===== src/rtl/core/assert_macros.svh =====
// ----------------------------------------------------------------------------
// Assertion macros
// Shared concurrent assertion helpers for the window statistics core.
// ----------------------------------------------------------------------------
`ifndef ASSERT_MACROS_SVH
`define ASSERT_MACROS_SVH

// Property must hold at every rising clock edge outside reset.
`define SWM_ASSERT(lbl, clk, rst_n, prop, msg) \
  lbl: assert property (@(posedge clk) disable iff (!(rst_n)) (prop)) else $error(msg);

// Expression must never be true outside reset.
`define SWM_ASSERT_NEVER(lbl, clk, rst_n, expr, msg) \
  `SWM_ASSERT(lbl, clk, rst_n, !(expr), msg)

`endif


===== src/rtl/core/swmmm_div.sv =====
// ----------------------------------------------------------------------------
// swmmm_div
// Restoring divider, one quotient bit per cycle, truncating toward zero.
// ----------------------------------------------------------------------------
`default_nettype none

module swmmm_div #(
  parameter int SumBits    = 24,
  parameter int CntBits    = 9,
  parameter int SampleBits = 16
) (
  input  wire logic                         clk_i,
  input  wire logic                         rst_ni,
  input  wire logic                         start_i,
  input  wire logic signed [SumBits-1:0]    dividend_i,
  input  wire logic        [CntBits-1:0]    divisor_i,
  output logic                              done_o,
  output logic signed [SampleBits-1:0]      quotient_o
);

  localparam int StepBits = $clog2(SumBits + 1);

  logic                busy_q;
  logic                done_q;
  logic [StepBits-1:0] step_q;
  logic [SumBits-1:0]  acc_q;
  logic [CntBits-1:0]  rem_q;
  logic [CntBits-1:0]  div_q;
  logic                neg_q;

  logic [CntBits:0]    rem_sh;
  logic [CntBits:0]    rem_sub;
  logic                qbit;
  logic [SumBits-1:0]  mag;
  logic [SumBits-1:0]  quot;

  assign mag     = dividend_i[SumBits-1] ? (~dividend_i + 1'b1) : dividend_i;
  assign rem_sh  = {rem_q, acc_q[SumBits-1]};
  assign rem_sub = rem_sh - {1'b0, div_q};
  assign qbit    = (rem_sh >= {1'b0, div_q});
  assign quot    = neg_q ? (~acc_q + 1'b1) : acc_q;

  always_ff @(posedge clk_i or negedge rst_ni) begin
    if (!rst_ni) begin
      busy_q <= 1'b0;
      done_q <= 1'b0;
      step_q <= '0;
    end else if (start_i) begin
      busy_q <= 1'b1;
      done_q <= 1'b0;
      step_q <= StepBits'(SumBits);
    end else if (busy_q) begin
      step_q <= step_q - 1'b1;
      if (step_q == StepBits'(1)) begin
        busy_q <= 1'b0;
        done_q <= 1'b1;
      end
    end else begin
      done_q <= 1'b0;
    end
  end

  always_ff @(posedge clk_i) begin
    if (start_i) begin
      acc_q <= mag;
      rem_q <= '0;
      div_q <= divisor_i;
      neg_q <= dividend_i[SumBits-1];
    end else if (busy_q) begin
      acc_q <= {acc_q[SumBits-2:0], qbit};
      rem_q <= qbit ? rem_sub[CntBits-1:0] : rem_sh[CntBits-1:0];
    end
  end

  assign done_o     = done_q;
  assign quotient_o = quot[SampleBits-1:0];

endmodule

`default_nettype wire


===== config.mk =====
export PLATFORM = sky130hd
export DESIGN_NAME = swmmm_div
export DESIGN_NICKNAME = d
export VERILOG_FILES = /design/src/rtl/core/assert_macros.svh /design/src/rtl/core/swmmm_div.sv
export SDC_FILE = /design/constraint.sdc
export NUM_CORES = 1
export LEC_CHECK = 0
export BUFFER_PORTS_ARGS = -buffer_cell sky130_fd_sc_hd__buf_2
export CORE_UTILIZATION = 40
export DETAILED_ROUTE_END_ITERATION = 10
export GPL_ROUTABILITY_DRIVEN = 0
export SLEW_MARGIN = 20
export SYNTH_ARGS = -nofsm -noshare
export SYNTH_HDL_FRONTEND = slang
export SYNTH_SLANG_ARGS = --single-unit

===== constraint.sdc =====
create_clock -name clk_i -period 3.45 [get_ports clk_i]
set_clock_uncertainty 0.1 [all_clocks]
set_input_delay 0.69 -clock clk_i [delete_from_list [all_inputs] [get_ports clk_i]]
set_output_delay 0.69 -clock clk_i [all_outputs]
set_load 0.005 [all_outputs]

==> After elaboration in Yosys (flattened, before gate mapping) <==
Cells that the tools add are included.
W data, S select, Z words.
{ "totals": {"register_bits": 50, "wordCells": 30, "in_bits": 36} }
{ "op_classes": {"reduce_logical": 1, "order_cmp": 1, "muxes": 13, "bitwise_logic": 2, "add_sub_neg": 4, "n_eq_ne": 2} }
{ "op_table": {"columns": ["operator", "count"], "rows": [
  ["$mux W24", 3],
  ["$add A24 B1 Y24 const B", 1],
  ["$not A24 Y24", 1],
  ["$add A16 B1 Y16 const B", 1],
  ["$mux W16", 1],
  ["$not A16 Y16", 1],
  ["$ge A10 B9 Y1", 1],
  ["$mux W5", 2],
  ["$mux W9", 1],
  ["$sub A9 B9 Y9", 1],
  ["$mux W1", 6],
  ["$eq A5 B1 Y1 const B", 1],
  ["$sub A5 B1 Y5 const B", 1],
  ["$ne A3 B2 Y1 const B", 1],
  ["$reduce_bool A2 Y1", 1]
]} }

==> Logic depth before layout (Yosys ltp) <==
{ "depth": {"word_depth": 4, "ltp_mapped": 10, "ltp_nobuf": 9} }

==> Worst setup path before layout <==
No wires, ideal clock.
{ "synth_path": {"kind": "input port to flip-flop", "from": "input dividend_i[8]", "to": "register acc_q[18], data pin", "path_slack_ns": 0.863, "cell_stages": 6, "arrival_ns": 2.217, "cell_sequence": "or4_4 > or4_4 > buf_6 > o41ai_2 > xor2_1 > a21oi_1"} }
{ "synth_via": {"elab_chain_cells": 4} }
{ "synth_rtl": {"columns": ["item", "line_no", "source"], "rows": [
  ["from (decl)", "swmmm_div.sv:15", "input wire logic signed [SumBits-1:0] dividend_i,"],
  ["$not A24 Y24", "swmmm_div.sv:37", "assign mag = dividend_i[SumBits-1] ? (~dividend_i + 1'b1) : dividend_i;"],
  ["$add A24 B1 Y24", "swmmm_div.sv:37", null],
  ["$mux W24", "swmmm_div.sv:37", null],
  ["$mux W24", "swmmm_div.sv:64", "if (start_i) begin"],
  ["to (signal assigned)", "swmmm_div.sv:65", "acc_q <= mag;"],
  ["to (signal assigned)", "swmmm_div.sv:70", "acc_q <= {acc_q[SumBits-2:0], qbit};"],
  ["to (decl)", "swmmm_div.sv:26", "logic [SumBits-1:0] acc_q;"]
]} }
Every way passes these cells.
A chain may end at the register's enable or synchronous reset.

==> Worst setup path after layout <==
{ "layout_path": {"from": "register acc_q[0]", "to": "output quotient_o[13]"} }
{ "layout_via": {"elab_chain_cells": 3} }
{ "layout_rtl": {"columns": ["item", "line_no", "source"], "rows": [
  ["$not A16 Y16", "swmmm_div.sv:41", "assign quot = neg_q ? (~acc_q + 1'b1) : acc_q;"],
  ["$add A16 B1 Y16", "swmmm_div.sv:41", null],
  ["$mux W16", "swmmm_div.sv:41", null],
  ["to (decl)", "swmmm_div.sv:18", "output logic signed [SampleBits-1:0] quotient_o"]
]} }
Every way passes these cells.

==> impl_results.md <==
- Status: completed
- Vias: 2525
- Sequential area share after synthesis: 42.82%
- Leading area contributor after synthesis: edfxtp_1
- Avg Cell Area, Syn: 9.740 sq um
- Crit. End Element: output pin
- Number of global-route vias before repair: 2393
- CP Cell Sequence: nor3_1, nand4_1, o41ai_1, xnor2_1, buf_2
- Total Power: 1988 uW
- Synth Flop Type: edfxtp_1
- Die W: 91.64 microns
- CP Max Fanout: 4
- CTS H-tree lvls: 2
- Ant diodes: 0
- Worst reg2reg endpoint: rem_q[3]
- Chip height: 91.64 microns
- Root Driver: clkbuf_8
- Max Slew Vio Count: 0
- Clk slew on worst S/H paths: 0.09 ns
- Area grow syn2layout: 14.21%
- Setup slack, reg-to-reg: 0.84 ns
- Worst path slowest cell: edfxtp_1
- Crit share post-route: 85.80%
- Aggregate global-route resource usage: 17.41%
- Cell depth of the worst flop-to-flop path: 10
- DP HPWL: 4866 microns
- Core area: 0.007767 sq mm
- DIE AREA: 0.008398 sq mm
- CTS resizes: 0
- Actual slew at the worst max-slew pin: 0.9747 ns
- Peak supply drop: 0.1833 mV
- Initial DRT Pass Iterations: 4
- Initial antenna violation count: 0
- Port bufs: 52
- Setup tns final: 0 ns
- Yosys cell types: 52
- Io pins: 53
- CTS Hold Buffers Added: 0
- RSZ-0062 raised after global routing: no
- # Post-CTS Setup Buffers: 0
- Initial DRC count: 119
- Critical Path Max Stage Delay: 0.45 ns
- PD cells: 541.6 mW/mm^2
- Final setup viols: 0
- Largest net degree at the start of global routing: 66
- Fin nets: 428
- Vias per inst: 5.249
- CP required: 2.66 ns
- Mapped Nets: 380
- Hold WC Path Type: input port to asynchronous set/reset pin
- WL per Instance: 13.96 microns
- Clock Sinks: 50
- Final min period: 2.960 ns
- Leakage: 0.001505 uW
- Synth warn: 0
- EDFF count, synth: 34
- Clock Tree Buf Depth: 2
- Num rows: 32
- Yosys reg bits: 50
- GRT overflow: 0
- Setup CP Type: register to output pin
- Num CTS Buffers: 5
- Worst-Skew Late Latency: 0.30 ns
- Starting Density: 41.38%
- DRT antenna net count: 0
- Crit path DAT: 2.17 ns
- Max_cap viols: 0
- Routed Wire Length: 6714 microns
- CTS tree: yes
- Final hold violation count: 0
- Synth top area share: 31.76%
- Synth async-reset ratio: 14.00%
- Post-synthesis instance area: 0.003214 sq mm
- Top post-synthesis cells by area: edfxtp_1 (32%), xnor2_1 (8.4%), dfxtp_1 (5.6%)
- Post-Syn Instances: 330
- Relative slew slack: 34.95%
- Worst r2r src: acc_q[23]
- Layout cell share with drive strength beyond 1: 19.26%
- Startpoint Class: register
- DRC Markers: 0
- Fmax: 337.8 MHz
- First-pass GRT wire length: 11530 microns
logic make-up after synthesis:
| family | share of synthesized area, % |
|---|---|
| compound gates | 17.40 |
| xor+xnor | 12.26 |
| fa+ha+maj | 5.683 |
| buf+inv | 4.710 |
| flops | 42.82 |
| mux | 2.530 |
| simple gates | 14.60 |
through the flow:
step	utilization, %	hold slack [ns]	cells	worst slack (ns)	cell area (sq um)
2_1_floorplan	-	0.2944	330	0.8627	3214
5_1_grt	47.26	0.09727	481	0.3526	3671
6_report	47.26	0.1095	481	0.4900	3671
4_1_cts	47.26	0.09592	481	0.4844	3671
3_3_place_gp	45.83	0.3679	473	0.7264	3560
3_5_place_dp	45.83	0.3726	473	0.6861	3560
layer usage:
| layer | share of wire, % | vias to the layer above | global-route usage [%] | wire length, microns |
|---|---|---|---|---|
| li1 | - | 1289 | - | - |
| met1 | 50 | 1198 | 24.50 | 3342 |
| met2 | 47 | 36 | 27.51 | 3140 |
| met3 | 2.9 | 2 | 3.317 | 192 |
| met4 | 0.57 | 0 | 4.365 | 38 |
| met5 | 0 | - | 0 | 0 |
worst max path at each step:
stage	cells after the start	start	to	slack (ns)
global route	5	acc_q[2]	quotient_o[13]	0.35
CTS	5	acc_q[2]	quotient_o[13]	0.48
global placement	6	dividend_i[8]	acc_q[18]	0.73
finish	5	acc_q[0]	quotient_o[13]	0.49
floorplan	6	dividend_i[8]	acc_q[18]	0.86
detailed placement	6	dividend_i[8]	acc_q[20]	0.69
report_power, final:
group          internal, uW  leakage, uW  switching, uW
sequential              759     0.000499           94.8
clock                   208    0.0000566            199
combinational           346     0.000950            382
total                  1310      0.00151            675
state kept, by name, summed over array words and instances (netlist names):
signal / cells
busy_q: 1
rem_q: 9
neg_q: 1
acc_q: 24
step_q: 5
div_q: 9
done_o: 1
critical path: cells and delay by family, from the launching register on:
family,cells,cell delay [ns]
AOI/OAI and AO/OA,1,0.39
xor gates and xnor gates,1,0.19
DFF,1,0.45
buffers and inverters,1,0.14
and+or+nand+nor,2,0.69
cell usage after synthesis (2+ instances only):
library cell  number
dfrtp_1            7
a211o_1            2
a211oi_1           3
nor3_1             7
mux2i_1            7
o21ai_0           11
o41ai_2            2
edfxtp_1          34
or4_1              2
xnor2_1           31
or4_4              2
a41oi_1            3
nand4_1            5
o31ai_2            2
buf_1              3
nand3_1            3
a21oi_1           28
nor2_1            36
o21ai_1            3
ha_1              13
a31oi_1            3
o31ai_1           11
inv_1             22
nor2b_1            4
clkbuf_1           8
a32oi_1            3
xor2_1            14
a21o_1             4
o41ai_1            2
nor4_1             2
or3_1              2
nand2b_1           7
dfxtp_1            9
nand2_1           17
placed cells by master, fill, tap and decap left out, drive strengths merged, types with 2 or more instances in the layout:
cell type and instances:
buf 55, nor2 36, edfxtp 34, xnor2 31
a21oi 28, inv 22, nand2 17, xor2 14
o21ai 14, ha 13, o31ai 13, dfxtp 9
clkbuf 8, nor3 7, nand2b 7, mux2i 7
dfrtp 7, nand4 5, a21o 4, nor2b 4
a211oi 4, or4 4, o41ai 4, a41oi 3
a31oi 3, nand3 3, a32oi 3, nor4 3
or3 2, a211o 2
area by class of cell:
| class | instances | area (sq um) |
|---|---|---|
| fillers | 794 | 4096 |
| multi-input cells | 243 | 1687 |
| flip-flops and latches | 50 | 1376 |
| repair buffers | 55 | 282.8 |
| well taps | 102 | 127.6 |
| clock buffers | 8 | 111.4 |
| inverters | 23 | 86.33 |
No activity file was read; power rests on OpenSTA's default activity.
