--- config.mk ---
export PLATFORM = sky130hd
export DESIGN_NAME = swmmm_ctrl
export DESIGN_NICKNAME = d
export VERILOG_FILES = /design/src/rtl/core/swmmm_pkg.sv /design/src/rtl/core/swmmm_ctrl.sv
export VERILOG_INCLUDE_DIRS = /design/src /design/src/rtl/core
export SDC_FILE = /design/constraint.sdc
export NUM_CORES = 1
export LEC_CHECK = 0
export BUFFER_PORTS_ARGS = -buffer_cell sky130_fd_sc_hd__buf_4
export CAP_MARGIN = 20
export CORE_AREA = 2 2 39 41
export CTS_CLUSTER_DIAMETER = 40
export DETAILED_ROUTE_END_ITERATION = 16
export DIE_AREA = 0 0 41 43
export PLACE_DENSITY = 0.47
export SYNTH_ARGS = -nofsm -noshare
export SYNTH_HDL_FRONTEND = slang
export SYNTH_SLANG_ARGS = --single-unit
export TNS_END_PERCENT = 10
--- constraint.sdc ---
create_clock -name clk_i -period 1.6 [get_ports clk_i]
set_clock_uncertainty 0.1 [all_clocks]
set_input_delay 0.08 -clock clk_i [delete_from_list [all_inputs] [get_ports clk_i]]
set_output_delay 0.08 -clock clk_i [all_outputs]
set_load 0.01 [all_outputs]
--- src/rtl/core/assert_macros.svh ---
// ----------------------------------------------------------------------------
// Assertion macros
// Shared concurrent assertion helpers for the window statistics core.
// ----------------------------------------------------------------------------
`ifndef ASSERT_MACROS_SVH
`define ASSERT_MACROS_SVH

// Property must hold at every rising clock edge outside reset.
`define SWM_ASSERT(lbl, clk, rst_n, prop, msg) \
  lbl: assert property (@(posedge clk) disable iff (!(rst_n)) (prop)) else $error(msg);

// Expression must never be true outside reset.
`define SWM_ASSERT_NEVER(lbl, clk, rst_n, expr, msg) \
  `SWM_ASSERT(lbl, clk, rst_n, !(expr), msg)

`endif

--- src/rtl/core/swmmm_pkg.sv ---
// ----------------------------------------------------------------------------
// swmmm_pkg
// Shared constants and controller/datapath interface types.
// ----------------------------------------------------------------------------
`default_nettype none

package swmmm_pkg;

  localparam int WindowMaxDef  = 256;
  localparam int SampleBitsDef = 16;
  localparam int LenBits       = 9;   // width of the window length write data
  localparam int LenReset      = 16;  // window length after reset

  // controller -> datapath
  typedef struct packed {
    logic accept;     // sample transfer: latch sample, fold into max/min, read oldest entry
    logic update;     // store write, sum update, pointer advance
    logic scan_rd;    // one rescan read
    logic div_start;  // launch average division
    logic out_load;   // capture result registers
  } cmd_t;

  // datapath -> controller
  typedef struct packed {
    logic full;       // window holds window_length samples
    logic old_hit;    // evicted sample equals max or min
    logic scan_last;  // rescan read of the final entry
  } status_t;

endpackage

`default_nettype wire

--- src/rtl/core/swmmm_ctrl.sv ---
// ----------------------------------------------------------------------------
// swmmm_ctrl
// Sequencer: transfer, store update, optional rescan, division, result.
// ----------------------------------------------------------------------------
`default_nettype none
`include "assert_macros.svh"

module swmmm_ctrl (
  input  wire logic               clk_i,
  input  wire logic               rst_ni,
  input  wire logic               in_valid_i,
  output logic                    in_ready_o,
  output logic                    out_valid_o,
  input  wire logic               out_ready_i,
  input  wire swmmm_pkg::status_t status_i,
  input  wire logic               div_done_i,
  output swmmm_pkg::cmd_t         cmd_o
);

  typedef enum logic [2:0] {
    StIdle,
    StUpdate,
    StScan,
    StDrain,
    StDiv,
    StWait,
    StDone
  } state_e;

  state_e          state_q;
  state_e          state_d;
  logic            out_vld_q;
  swmmm_pkg::cmd_t cmd;

  always_comb begin
    state_d = state_q;
    cmd     = '0;
    case (state_q)
      StIdle: begin
        if (in_valid_i) begin
          cmd.accept = 1'b1;
          state_d    = StUpdate;
        end
      end
      StUpdate: begin
        cmd.update = 1'b1;
        state_d    = (status_i.full && status_i.old_hit) ? StScan : StDiv;
      end
      StScan: begin
        cmd.scan_rd = 1'b1;
        if (status_i.scan_last) begin
          state_d = StDrain;
        end
      end
      StDrain: begin
        state_d = StDiv;
      end
      StDiv: begin
        cmd.div_start = 1'b1;
        state_d       = StWait;
      end
      StWait: begin
        if (div_done_i) begin
          state_d = StDone;
        end
      end
      StDone: begin
        if (!out_vld_q || out_ready_i) begin
          cmd.out_load = 1'b1;
          state_d      = StIdle;
        end
      end
      default: begin
        state_d = StIdle;
      end
    endcase
  end

  always_ff @(posedge clk_i or negedge rst_ni) begin
    if (!rst_ni) begin
      state_q   <= StIdle;
      out_vld_q <= 1'b0;
    end else begin
      state_q <= state_d;
      if (cmd.out_load) begin
        out_vld_q <= 1'b1;
      end else if (out_ready_i) begin
        out_vld_q <= 1'b0;
      end
    end
  end

  assign in_ready_o  = (state_q == StIdle);
  assign out_valid_o = out_vld_q;
  assign cmd_o       = cmd;

  // a pending result is never overwritten
  `SWM_ASSERT(a_no_overwrite, clk_i, rst_ni,
              cmd.out_load |-> (!out_vld_q || out_ready_i), "result overwritten")
  // divider finishes only while we wait for it
  `SWM_ASSERT(a_done_in_wait, clk_i, rst_ni,
              div_done_i |-> (state_q == StWait), "unexpected divider done")

endmodule

`default_nettype wire

# Word level (Yosys, flattened, before mapping)
# Index checks and enable logic that the tools add are counted.
# W data, S select, Z words.
[word_totals]
reg_bits = 4
out_inout_bits = 7
input_bits = 8
elab_cells = 33
[classes]
n_reduce_logical = 6
n_eq_ne = 10
muxes = 15
[op_table]
columns = ["cell", "count"]
rows = [
  ["$pmux W3 S7", 1],
  ["$mux W3", 5],
  ["$eq A3 B3 Y1 const B", 3],
  ["$mux W1", 9],
  ["$ne A2 B2 Y1 const B", 4],
  ["$eq A3 B2 Y1 const B", 2],
  ["$reduce_and A4 Y1", 1],
  ["$eq A3 B1 Y1 const B", 1],
  ["$logic_not A3 Y1", 1],
  ["$reduce_bool A2 Y1", 1],
  ["$logic_and A1 B1 Y1", 1],
  ["$logic_not A1 Y1", 1],
  ["$logic_or A1 B1 Y1", 1],
]

# Logic depth before layout (Yosys ltp)
# Gate-level depths: netlist (run 1).
[depth]
word_depth = 5
mapped_depth = 4
mapped_depth_nobuf = 3

# Least setup slack after synthesis (run 1)
# No wires, ideal clock.
[synth_timing]
path_type = "register to register"
from = "register state_q[0]"
to = "register state_q[0]"
t_arrival_ns = 0.998
setup_ns = 0.078
synth_period_minus_slack_ns = 1.176
slack_ns = 0.424
required_time_ns = 1.422
path_buffers = 1
path_stages_with_launch = 5
path_cell_list = "dfrtp_1 > buf_4 > nand2b_4 > nor2_1 > o2bb2ai_1"
[synth_between]
elab_chain_cells = 3
word_cells_on_any_way = 13
classes_between = "10 x eq/ne; 1 x mux; 2 x reduce/logical"
[synth_lines]
columns = ["item", "line", "source"]
rows = [
  ["from (decl)", "swmmm_ctrl.sv:30", "state_e state_q;"],
  ["from (signal assigned)", "swmmm_ctrl.sv:81", "state_q <= StIdle;"],
  ["from (signal assigned)", "swmmm_ctrl.sv:84", "state_q <= state_d;"],
  ["$eq A3 B3 Y1, or another cell as far along", "swmmm_ctrl.sv:38", "case (state_q)"],
  ["$ne A2 B2 Y1 (no line)", "--", ""],
  ["$reduce_and A4 Y1 (no line)", "--", ""],
]
# Parallel ways exist; a longest one is shown, timed or not.
# A chain may end at the register's enable or synchronous reset.

==> results of run 1 <==
[cells in the final DEF, fill, tap and decap left out]
| cell type | count |
|---|---|
| and2b_1 | 1 |
| nor2_1 | 2 |
| a21oi_1 | 1 |
| nor3_1 | 2 |
| o21ai_0 | 2 |
| dfrtp_1 | 4 |
| nand2b_4 | 1 |
| buf_4 | 14 |
| o32ai_2 | 1 |
| nor3b_1 | 3 |
| inv_2 | 1 |
| clkbuf_4 | 3 |
| dlygate4sd3_1 | 2 |
| a311o_1 | 1 |
| nand2_1 | 3 |
| o2bb2ai_1 | 2 |
| nand2b_2 | 1 |
[layout make-up]
class | instances | area share, %
clock buffer | 3 | 5.47
inverter | 1 | 0.912
multi-input combinational | 20 | 34.0
sequential | 4 | 24.3
tap | 16 | 4.86
timing repair buffer | 16 | 30.4
[through the flow]
step	instance area [um2]	hold slack, ps	instances	setup WS, ps
2_1_floorplan	272	-316	27	424
3_3_place_gp	369	-218	55	355
3_5_place_dp	369	-220	55	342
4_1_cts	412	80.5	60	136
5_1_grt	412	104	60	80.4
6_report	412	81.2	60	153
[worst max-delay path by stage]
stage	start	endpoint	slack [ps]	cells past startpoint
2_1_floorplan	state_q[0]	state_q[0]	420	4
3_3_place_gp	state_q[0]	state_q[1]	350	3
3_5_place_dp	state_q[0]	state_q[1]	340	3
4_1_cts	state_q[0]	cmd_o[4]	140	3
5_1_grt	state_q[1]	cmd_o[0]	80	3
6_report	state_q[0]	cmd_o[4]	150	3
[what timing repair did]
item | CTS | global route
setup buffers | 0 | 0
hold buffers | 2 | 0
endpoints found under the hold margin | 5 | 0
[power groups by stage]
stage	Sequential, uW	Combinational (uW)	Clock [uW]
after floorplan	186	275	0
after global placement	230	328	0
after detailed placement	230	325	0
after CTS	228	331	128
after global routing	242	353	136
final	229	327	123
[logic make-up after synthesis]
kind of cell           after synthesis  share of synthesized area [%]
AOI/OAI and AO/OA                    7                           21.7
buffers and inverters                3                           11.5
DFF                                  4                           36.9
and+or+nand+nor                     13                           30.0
[per-layer routing]
metal | wire (um) | vias to the layer above | track usage, %
li1 | - | 133 | -
met1 | 263 | 123 | 11.0
met2 | 306 | 11 | 10.6
met3 | 39 | 2 | 3.14
met4 | 27 | 0 | 14.0
met5 | 0 | - | 0
[critical path: stages (launching register included)]
cell	delay (ps)
dfrtp_1	450
and2b_1	240
nor3b_1	190
buf_4	150
[Yosys cell counts]
cell | number | area, um2
nor2_1 | 2 | 7.51
inv_2 | 1 | 3.75
o2bb2ai_1 | 2 | 17.5
nand2b_2 | 1 | 8.76
nand2b_4 | 1 | 13.8
dfrtp_1 | 4 | 100
nor3_1 | 2 | 10.0
a21oi_1 | 1 | 5.00
buf_12 | 1 | 20.0
and2b_1 | 1 | 7.51
a311o_1 | 1 | 10.0
nor3b_1 | 3 | 22.5
nand2_1 | 3 | 11.3
buf_4 | 1 | 7.51
o21ai_0 | 2 | 10.0
o32ai_2 | 1 | 16.3
[state kept, by name (all words and copies together), names as in the netlist]
register and cells:
out_valid_o 1, state_q 3
==> results.toml, run 1 <==
[status]
status = "finished, final reports clean"

[logic_synthesis]
ys_seq_area_share_pct = 36.9
synth_warnings = 0
yosysUniqueCellTypes = 16
synth_nets = 35
ys_seq_elements = 4
syn_inst = 27
netlist_area_um2 = 272
syn_area_per_cell_um2 = 10.1

[timing]
report.final.slew_viol_count = 0
rsz0062_at_grt = "false"
slew_headroom_pct = 77.3
period_needed_ps = 1450
fmax_mhz = 691
timing.setup.tns_ps = 0
tightest_slew_ps = 340
fin_crit_sh_pct = 90.4
hold_viol = 0
setup_viol = 0

[clock_network]
cts_buffers = 3
clock_latency_ps = 230
cts_num_sinks = 4
clkTransAtPathRegs_ps = 40
cts_root_buf = "clkbuf_4"
max-clock-path-buffers = 2
postCtsResizedCells = 0
tritoncts = "done"
htreeDepth = 1

[finish]
nNetsFinal = 54
layout.area.seq_um2 = 100
diodes = 0
drive_gt1_share_pct = 47.7
syn2layout_area_growth_pct = 51.6
multi_input_area_um2 = 140
num-fill-cells = 148
fin_util_pct = 29.7

[drt]
drtIter0Drc = 4
vias_per_cell = 4.48
wl_um = 636
vias = 269
final_antenna_net_count = 0
first_pass_iters = 4
wl_per_cell_um = 10.6
drc = 0

[placement]
dp_hpwl_um = 483
gp_congestion = 0.770
port_buffers = 14

[power_and_ir_drop]
power_frac_clock_pct = 18.1
sw_frac_of_total_pct = 39.3
power.switching_uw = 267
power.internal_uw = 413
power_frac_comb_pct = 48.2
p_leak_uw = 0.000192
total_power_uw = 680
power_frac_seq_pct = 33.7
p_per_area_mw_per_mm2 = 1650
vdd_drop_max_mv = 0.380

[worst_setup_path]
crit_type = "flip-flop to output port"
r2r_cells = 3
end_kind = "output port"
worstSetupStartpointType = "flip-flop"
worstPathMaxFanout = 9
required_ps = 1420
r2r_start = "state_q[0]"
reg2reg_to = "state_q[1]"
r2r_slack_ps = 330
worstPathArrival_ps = 1270

[global_route]
grt_pass1_vias = 239
overflow = 0
grt.total_usage_pct = 9.56
antenna_found_initial = 0
grt_start_max_net_pins = 10
grt_pass1_wl_um = 1010

[worst_hold_path]
hp-class = "input pin to async pin"

[floorplan]
fp.dieW_um = 41
core-area_mm2 = 0.00138
num_rows = 14
die_y_um = 43
start_util_pct = 19.6
fp.dieArea_mm2 = 0.00176
io_pins = 15

[job]
cap_violations = 0
(Power assumes the default switching activity.)
==> inputs of run 2 (changes only) <==
--- a/config.mk
+++ b/config.mk
@@ -9,8 +9,8 @@
 export BUFFER_PORTS_ARGS = -buffer_cell sky130_fd_sc_hd__buf_4
 export CAP_MARGIN = 20
-export CORE_AREA = 2 2 39 41
+export CORE_AREA = 10 10 47 49
 export CTS_CLUSTER_DIAMETER = 40
 export DETAILED_ROUTE_END_ITERATION = 16
-export DIE_AREA = 0 0 41 43
+export DIE_AREA = 0 0 57 59
 export PLACE_DENSITY = 0.47
 export SYNTH_ARGS = -nofsm -noshare
--- a/constraint.sdc
+++ b/constraint.sdc
@@ -3,3 +3,3 @@
 set_input_delay 0.08 -clock clk_i [delete_from_list [all_inputs] [get_ports clk_i]]
 set_output_delay 0.08 -clock clk_i [all_outputs]
-set_load 0.01 [all_outputs]
+set_load 0.05 [all_outputs]
==> run 2 against run 1 <==
- first-iteration DRC count is 50% higher
- sequential power is 3% higher
- cell count stayed put
- via count is 2.6% higher
- clock-buffer cell count stayed put
- critical path depth stayed put
- critical endpoint is now cmd_o[2]
- largest cell class unchanged
- largest power group unchanged
- clock power is 4% higher
- final area is 2.7% higher
- maximum frequency is 4.4% lower
- global-route usage is 4.7 points lower
==> results.toml, run 2 (synthesis results as in run 1) <==
[floorplan]
start_util_pct = 19.4
die_y_um = 59
num_rows = 14
fp.dieArea_mm2 = 0.00336
fp.dieW_um = 57
io_pins = 15
core-area_mm2 = 0.00140

[timing]
period_needed_ps = 1510
fmax_mhz = 660
fin_crit_sh_pct = 94.6
slew_headroom_pct = 76.2
report.final.slew_viol_count = 0
tightest_slew_ps = 357
fin_ws_ps = 85.9
rsz0062_at_grt = "false"
setup_viol = 0
timing.setup.tns_ps = 0
hold_viol = 0

[placement]
dp_hpwl_um = 595
port_buffers = 14
gp_congestion = 0.762
dp_cells = 55
dpl_worst_slack_ps = 336
place_area_um2 = 374

[drt]
vias = 276
final_antenna_net_count = 0
wl_per_cell_um = 12.4
drc = 0
drtIter0Drc = 6
first_pass_iters = 2
vias_per_cell = 4.60
wl_um = 745

[worst_setup_path]
r2r_start = "state_q[2]"
worstPathArrival_ps = 1330
reg2reg_to = "state_q[1]"
worstPathMaxFanout = 9
worstSetupStartpointType = "flip-flop"
startpoint = "state_q[1]"
r2r_cells = 3
end_kind = "output port"
crit_type = "flip-flop to output port"
required_ps = 1420
r2r_slack_ps = 340

[finish]
final_area_um2 = 423
syn2layout_area_growth_pct = 55.8
top_register = "state_q"
nNetsFinal = 54
final_cell_mix = "buf_4, nand2_1, clkbuf_4, dfrtp_1"
diodes = 0
largest_reg_flops = 3
drive_gt1_share_pct = 54.5
num-fill-cells = 161
finalNonFillerCells = 60
final_common_cell = "buf_4"

[clock_network]
clock_latency_ps = 240
cts_num_sinks = 4
cts_buffers = 3
max-clock-path-buffers = 2
cts_setup_buffers = 0
tritoncts = "done"
clkTransAtPathRegs_ps = 40
htreeDepth = 1
cts_root_buf = "clkbuf_4"

[global_route]
antenna_found_initial = 0
overflow = 0
grt_pass1_vias = 293
use_met2_pct = 6.51
grtUsageMet1_pct = 4.52
busiest_layer = "met4"
use_met3_pct = 2.36
grt_start_max_net_pins = 10
grt_pass1_wl_um = 1210
grt.total_usage_pct = 4.84

[power_and_ir_drop]
p_leak_uw = 0.000195
total_power_uw = 901
p_per_area_mw_per_mm2 = 2130
vdd_drop_max_mv = 0.560

[job]
cap_violations = 0

[worst_hold_path]
hp-class = "input pin to async pin"

[status]
status = "finished, final reports clean"
==> run 2: per-layer routing <==
metal | vias to the layer above | wire [um]
li1 | 136 | -
met5 | - | 0
met3 | 5 | 51
met4 | 0 | 44
met1 | 124 | 297
met2 | 11 | 352
==> run 2: area by class of cell <==
cell class,count,area (um2),share of cell area (%)
Clock buffer,3,22.5,5.33
Multi-Input combinational cell,20,150,35.5
Tap cell,16,20.0,4.73
Timing Repair Buffer,16,125,29.6
Sequential cell,4,101,24.0
Inverter,1,3.75,0.888
==> run 2: metrics by stage <==
| step | util [%] | hold WS, ps |
|---|---|---|
| floorplan | - | -316 |
| global placement | 26.7 | -217 |
| detailed placement | 26.7 | -219 |
| CTS | 29.7 | 77.9 |
| global route | 30.2 | 97.0 |
| finish | 30.2 | 74.3 |
==> run 2: how the worst max path moves through the flow <==
stage	to	slack [ps]	cells after the start
6_report	cmd_o[2]	90	3
5_1_grt	cmd_o[2]	6	3
4_1_cts	cmd_o[4]	70	3
3_5_place_dp	state_q[1]	340	3
3_3_place_gp	cmd_o[4]	320	3
2_1_floorplan	cmd_o[4]	-410	3
==> run 2: power by group <==
group	internal (uW)	switching, uW
sequential	148	87.9
clock	84.0	43.5
combinational	193	345
total	425	476
==> run 2: what timing repair did <==
item                                    CTS  global route
hold endpoints to repair                  5             0
hold buffers                              2             0
endpoints found under the setup margin    0             1
gates resized for setup                   0             2
==> run 2: worst max-delay path, cell delays in order, from the launching register on <==
cell,delay [ps]
dfrtp_1,540
nand2b_4,100
nor2_1,200
buf_4,240
